### config.mk
export PLATFORM = sky130hd
export DESIGN_NAME = glos_ctrl
export DESIGN_NICKNAME = d
export VERILOG_FILES = /design/src/glos_pkg.sv /design/src/glos_ctrl.sv
export SDC_FILE = /design/constraint.sdc
export NUM_CORES = 1
export LEC_CHECK = 0
export BUFFER_PORTS_ARGS = -buffer_cell sky130_fd_sc_hd__buf_2
export CAP_MARGIN = 20
export CORE_AREA = 5 5 42 44
export CTS_CLUSTER_SIZE = 28
export DETAILED_ROUTE_END_ITERATION = 10
export DIE_AREA = 0 0 47 49
export GPL_ROUTABILITY_DRIVEN = 0
export PLACE_DENSITY_LB_ADDON = 0.05
export SLEW_MARGIN = 30
export SYNTH_ARGS = -nofsm -noshare
export SYNTH_HDL_FRONTEND = slang
export SYNTH_SLANG_ARGS = --single-unit
export TNS_END_PERCENT = 20
### constraint.sdc
create_clock -name clk -period 1.12 [get_ports clk]
set_clock_uncertainty 0.05 [all_clocks]
set_input_delay 0.112 -clock clk [delete_from_list [all_inputs] [get_ports clk]]
set_output_delay 0.112 -clock clk [all_outputs]
set_load 0.1 [all_outputs]
### src/glos_pkg.sv
// Shared types and constants for the grid line-of-sight raycast block.
`timescale 1ns / 1ps

package glos_pkg;

  // Field widths fixed by the request and result words
  localparam int COORD_W    = 11;
  localparam int MAT_W      = 6;
  localparam int SIZE_W     = 9;
  localparam int MASK_W     = 64;
  localparam int CFG_IDX_W  = 2;
  localparam int CFG_DATA_W = 64;

  // Bresenham arithmetic widths
  localparam int DELTA_W = COORD_W + 2;
  localparam int ERR_W   = DELTA_W + 1;

  // Configuration register indexes
  localparam logic [CFG_IDX_W-1:0] REG_GRID_WIDTH    = 2'd0;
  localparam logic [CFG_IDX_W-1:0] REG_GRID_HEIGHT   = 2'd1;
  localparam logic [CFG_IDX_W-1:0] REG_BLOCKING_MASK = 2'd2;

  // Request types
  localparam logic REQ_WRITE   = 1'b0;
  localparam logic REQ_RAYCAST = 1'b1;

  typedef enum logic [2:0] {
    ST_CLEAR,
    ST_IDLE,
    ST_DISPATCH,
    ST_WR_CHK,
    ST_RAY,
    ST_RAY_TGT,
    ST_FINISH
  } state_t;

  // Which result the datapath captures
  typedef enum logic [1:0] {
    RS_WRITE,
    RS_OOB,
    RS_HIT,
    RS_CLEAR
  } res_sel_t;

  typedef struct packed {
    logic     clr_en;
    logic     load_req;
    logic     ray_step;
    logic     mem_we;
    logic     res_load;
    res_sel_t res_sel;
    logic     res_chg;
    logic     out_load;
  } cmd_t;

  typedef struct packed {
    logic clr_done;
    logic is_ray;
    logic o_in;
    logic t_in;
    logic mat_ok;
    logic wr_diff;
    logic cur_at_t;
    logic pend_block;
  } status_t;

endpackage

### src/glos_ctrl.sv
// Controller: sequences clearing, writes and raycast walks.
`timescale 1ns / 1ps

module glos_ctrl (
  input  logic              clk,
  input  logic              rst,
  input  logic              req_valid,
  output logic              req_ready,
  output logic              rsp_valid,
  input  logic              rsp_ready,
  input  glos_pkg::status_t st,
  output glos_pkg::cmd_t    cmd
);
  import glos_pkg::*;

  state_t state, state_next;

  always_ff @(posedge clk) begin
    if (rst) begin
      state <= ST_CLEAR;
    end else begin
      state <= state_next;
    end
  end

  // Next state
  always_comb begin
    state_next = state;
    unique case (state)
      ST_CLEAR: begin
        if (st.clr_done) state_next = ST_IDLE;
      end
      ST_IDLE: begin
        if (req_valid) state_next = ST_DISPATCH;
      end
      ST_DISPATCH: begin
        if (!st.is_ray) begin
          state_next = (st.o_in && st.mat_ok) ? ST_WR_CHK : ST_FINISH;
        end else begin
          state_next = (st.o_in && st.t_in) ? ST_RAY : ST_FINISH;
        end
      end
      ST_WR_CHK: state_next = ST_FINISH;
      ST_RAY: begin
        if (st.pend_block) begin
          state_next = ST_FINISH;
        end else if (st.cur_at_t) begin
          state_next = ST_RAY_TGT;
        end
      end
      ST_RAY_TGT: state_next = ST_FINISH;
      ST_FINISH: begin
        if (!rsp_valid || rsp_ready) state_next = ST_IDLE;
      end
      default: state_next = ST_IDLE;
    endcase
  end

  // Outputs
  always_comb begin
    cmd       = '0;
    req_ready = 1'b0;
    unique case (state)
      ST_CLEAR: cmd.clr_en = 1'b1;
      ST_IDLE: begin
        req_ready    = 1'b1;
        cmd.load_req = req_valid;
      end
      ST_DISPATCH: begin
        if (!st.is_ray) begin
          cmd.res_load = !(st.o_in && st.mat_ok);
          cmd.res_sel  = RS_WRITE;
        end else begin
          cmd.res_load = !(st.o_in && st.t_in);
          cmd.res_sel  = RS_OOB;
        end
      end
      ST_WR_CHK: begin
        cmd.mem_we   = st.wr_diff;
        cmd.res_load = 1'b1;
        cmd.res_sel  = RS_WRITE;
        cmd.res_chg  = st.wr_diff;
      end
      ST_RAY: begin
        if (st.pend_block) begin
          cmd.res_load = 1'b1;
          cmd.res_sel  = RS_HIT;
        end else if (!st.cur_at_t) begin
          cmd.ray_step = 1'b1;
        end
      end
      ST_RAY_TGT: begin
        cmd.res_load = 1'b1;
        cmd.res_sel  = RS_CLEAR;
      end
      ST_FINISH: cmd.out_load = !rsp_valid || rsp_ready;
      default: ;
    endcase
  end

  // Response valid flag
  always_ff @(posedge clk) begin
    if (rst) begin
      rsp_valid <= 1'b0;
    end else if (cmd.out_load) begin
      rsp_valid <= 1'b1;
    end else if (rsp_ready) begin
      rsp_valid <= 1'b0;
    end
  end

endmodule
==> impl_metrics.py <==
metrics = {
    "drt": {
        "via_per_inst": 4.821,
        "post_drt_wl_per_cell_um": 11.75,
        "drtIter0Drc": 3,
        "vias": 511,
        "postRouteAntennaNets": 0,
        "drt-total-wl_mm": 1.246,
        "drc": 0,
        "dr.pass1.iters": 2,
    },
    "logic_synthesis": {
        "synth_top_cell_by_area": "dfxtp_1",
        "synth.top_cell.area_share_pct": 21.48,
        "synth-async-reset-ratio_pct": 0,
        "yosysMostFrequentCell": "nand2_1",
        "netlist_area_sq_um": 372.9,
        "ys_warn_count": 0,
        "ys_ff_latch": 4,
        "syn_inst": 52,
        "syn_area_per_cell_sq_um": 7.170,
        "yosysSeqAreaShare_pct": 21.48,
        "synth_area_leaders": "dfxtp_1 21%, mux2i_1 8.1%, nand2b_1 6.7%, nand2_1 6.0%, o21ai_0 5.4%",
        "synth_cell_type_count": 26,
        "synthTopCellsByCount": "6 x nand2_1, 4 x dfxtp_1, 4 x nand2b_1, 4 x o21ai_0",
        "synth_flop_cell": "dfxtp_1",
        "syn-num-nets": 64,
        "synth_edf_count": 0,
    },
    "final_layout": {
        "layout-drive-gt1-share_pct": 67.78,
        "multiInputGateArea_sq_um": 349.1,
        "final_util_pct": 64.20,
        "layout.cells.non_filler": 106,
        "fill_cells": 132,
        "nets": 104,
        "regArea_sq_um": 86.33,
        "areaGrowthSynthToFinish_pct": 141.3,
        "diodes": 0,
    },
    "sta": {
        "slew_headroom_pct": 84.90,
        "whs_ns": 0.01527,
        "tightest_slew_ns": 0.2255,
        "fmax_mhz": 692.3,
        "rsz0062_at_grt": "true",
        "final-setup-viol-count": 13,
        "final-hold-violation-count": 0,
        "layout_min_cycle_time_ns": 1.445,
        "fin_crit_sh_pct": 129.0,
        "fin_ws_ns": -0.3246,
        "drv_slew": 0,
    },
    "die": {
        "die_area_sq_um": 2303,
        "start_util_pct": 26.61,
        "die_w_um": 47,
        "core_sq_um": 1401,
        "die_h_um": 49,
        "ioPinCount": 23,
        "rows": 14,
    },
    "min_path": {
        "hold_start": "rst",
        "holdPathEnd": "rsp_valid",
        "hold_class": "in2reg",
        "holdPathStages": 2,
    },
    "clock_tree": {
        "insertion_delay_ns": 0.25,
        "postCtsHoldBufs": 0,
        "cts_max_level": 1,
        "cts_root_buf": "clkbuf_4",
        "tritoncts": "done",
        "cts_max_path_buffers": 2,
        "cts_buffers": 3,
        "cts.clk_slew.worst_paths_ns": 0.05,
        "cts_sinks": 4,
    },
    "worst_setup_path": {
        "crit_arrival_ns": 1.28,
        "rr_endpoint": "state[0]",
        "r2r_cells": 4,
        "crit_required_ns": 0.96,
        "critPathCaptureType": "output pin",
        "crit_path_start_kind": "register",
        "rrSetupSlack_ns": -0.21,
        "critPathMaxFanout": 6,
        "critPathKind": "reg2out",
        "r2r-start": "state[0]",
        "cp-startpoint": "state[0]",
    },
    "placed_design": {
        "placed_cells": 99,
        "dp_hpwl_um": 996.5,
        "port-buffer-count": 22,
    },
    "power": {
        "power_density_nw_per_um2": 2636,
        "total_power_uw": 2371,
        "leakage_uw": 0.0003903,
        "ir_drop_mv": 1.441,
    },
    "run": {
        "cap_violations": 0,
    },
    "grt": {
        "antenna_found_initial": 0,
        "grt_first_pass_wirelength_mm": 2.090,
        "grt_usage_pct": 12.61,
        "grt_overflow": 0,
        "grt_pass1_vias": 514,
        "grt_max_degree": 10,
    },
    "run_status": {
        "status": "finished with violations",
        "failed_checks": "negative setup slack",
    },
}
-- power breakdown --
group          internal [uW]  switching, uW
Clock                    120           67.4
Sequential               196           59.6
Combinational            822           1110
-- worst max path at each step --
stage	cells after the start	slack, ns	to
2_1_floorplan	3	-0.89	cmd[7]
3_3_place_gp	4	-0.17	cmd[2]
3_5_place_dp	4	-0.19	state[0]
4_1_cts	5	-0.35	cmd[0]
5_1_grt	5	-0.39	cmd[0]
6_report	5	-0.32	cmd[0]
-- worst max-delay path, cell delays in order (launching register included) --
cell	delay, ns
dfxtp_2	0.33
buf_6	0.13
and2b_1	0.22
nand2_2	0.08
nor2_4	0.10
buf_12	0.18
-- cell type report --
cell class / count / area share, %
Multi-Input combinational cell: 43 / 38.80
Timing Repair Buffer: 39 / 46.45
Inverter: 1 / 0.4172
Clock buffer: 3 / 2.503
Sequential cell: 4 / 9.597
Tap cell: 16 / 2.225
-- routing by layer --
layer / part of all wire [%] / up-vias / GRT usage [%]
met1: 39 / 222 / 14.51
met4: 2.2 / 0 / 4.608
met5: 0 / - / 0
met2: 48 / 21 / 19.23
li1: - / 264 / -
met3: 11 / 4 / 6.642
-- state kept, by name, summed over array words and instances (netlist names) --
register,count
state,3
rsp_valid,1
-- stage by stage --
stage	setup WS [ns]	TNS [ns]	cell area, sq um
finish	-0.3246	-3.095	899.6
global route	-0.3920	-4.066	899.6
CTS	-0.3527	-3.247	874.6
detailed placement	-0.1921	-1.535	788.3
global placement	-0.1666	-1.517	788.3
floorplan	-0.8935	-8.248	426.7
-- cells in the final DEF (no fill, tap or decap), types with 2 or more instances in the layout --
master    instances
a21oi_1           2
nand4_1           2
nand2_1           5
buf_12           11
nand2b_1          3
buf_6             4
o21ai_1           3
dfxtp_2           2
buf_2            11
buf_4            13
clkbuf_4          3
mux2i_1           2
-- timing repair --
action,4_1_cts,5_1_grt
setup endpoints to repair,13,14
setup buffers,2,2
gates resized for setup,15,3
cloned,0,0
pin swaps,7,3
-- kinds of logic after synthesis --
group,count (synthesis),share of synthesized area [%]
flip-flops,4,21.48
AO/OA/AOI/OAI,12,18.46
buffers and inverters,5,7.046
AND/OR/NAND/NOR,28,44.97
multiplexers,3,8.054
(Power assumes the default switching activity.)
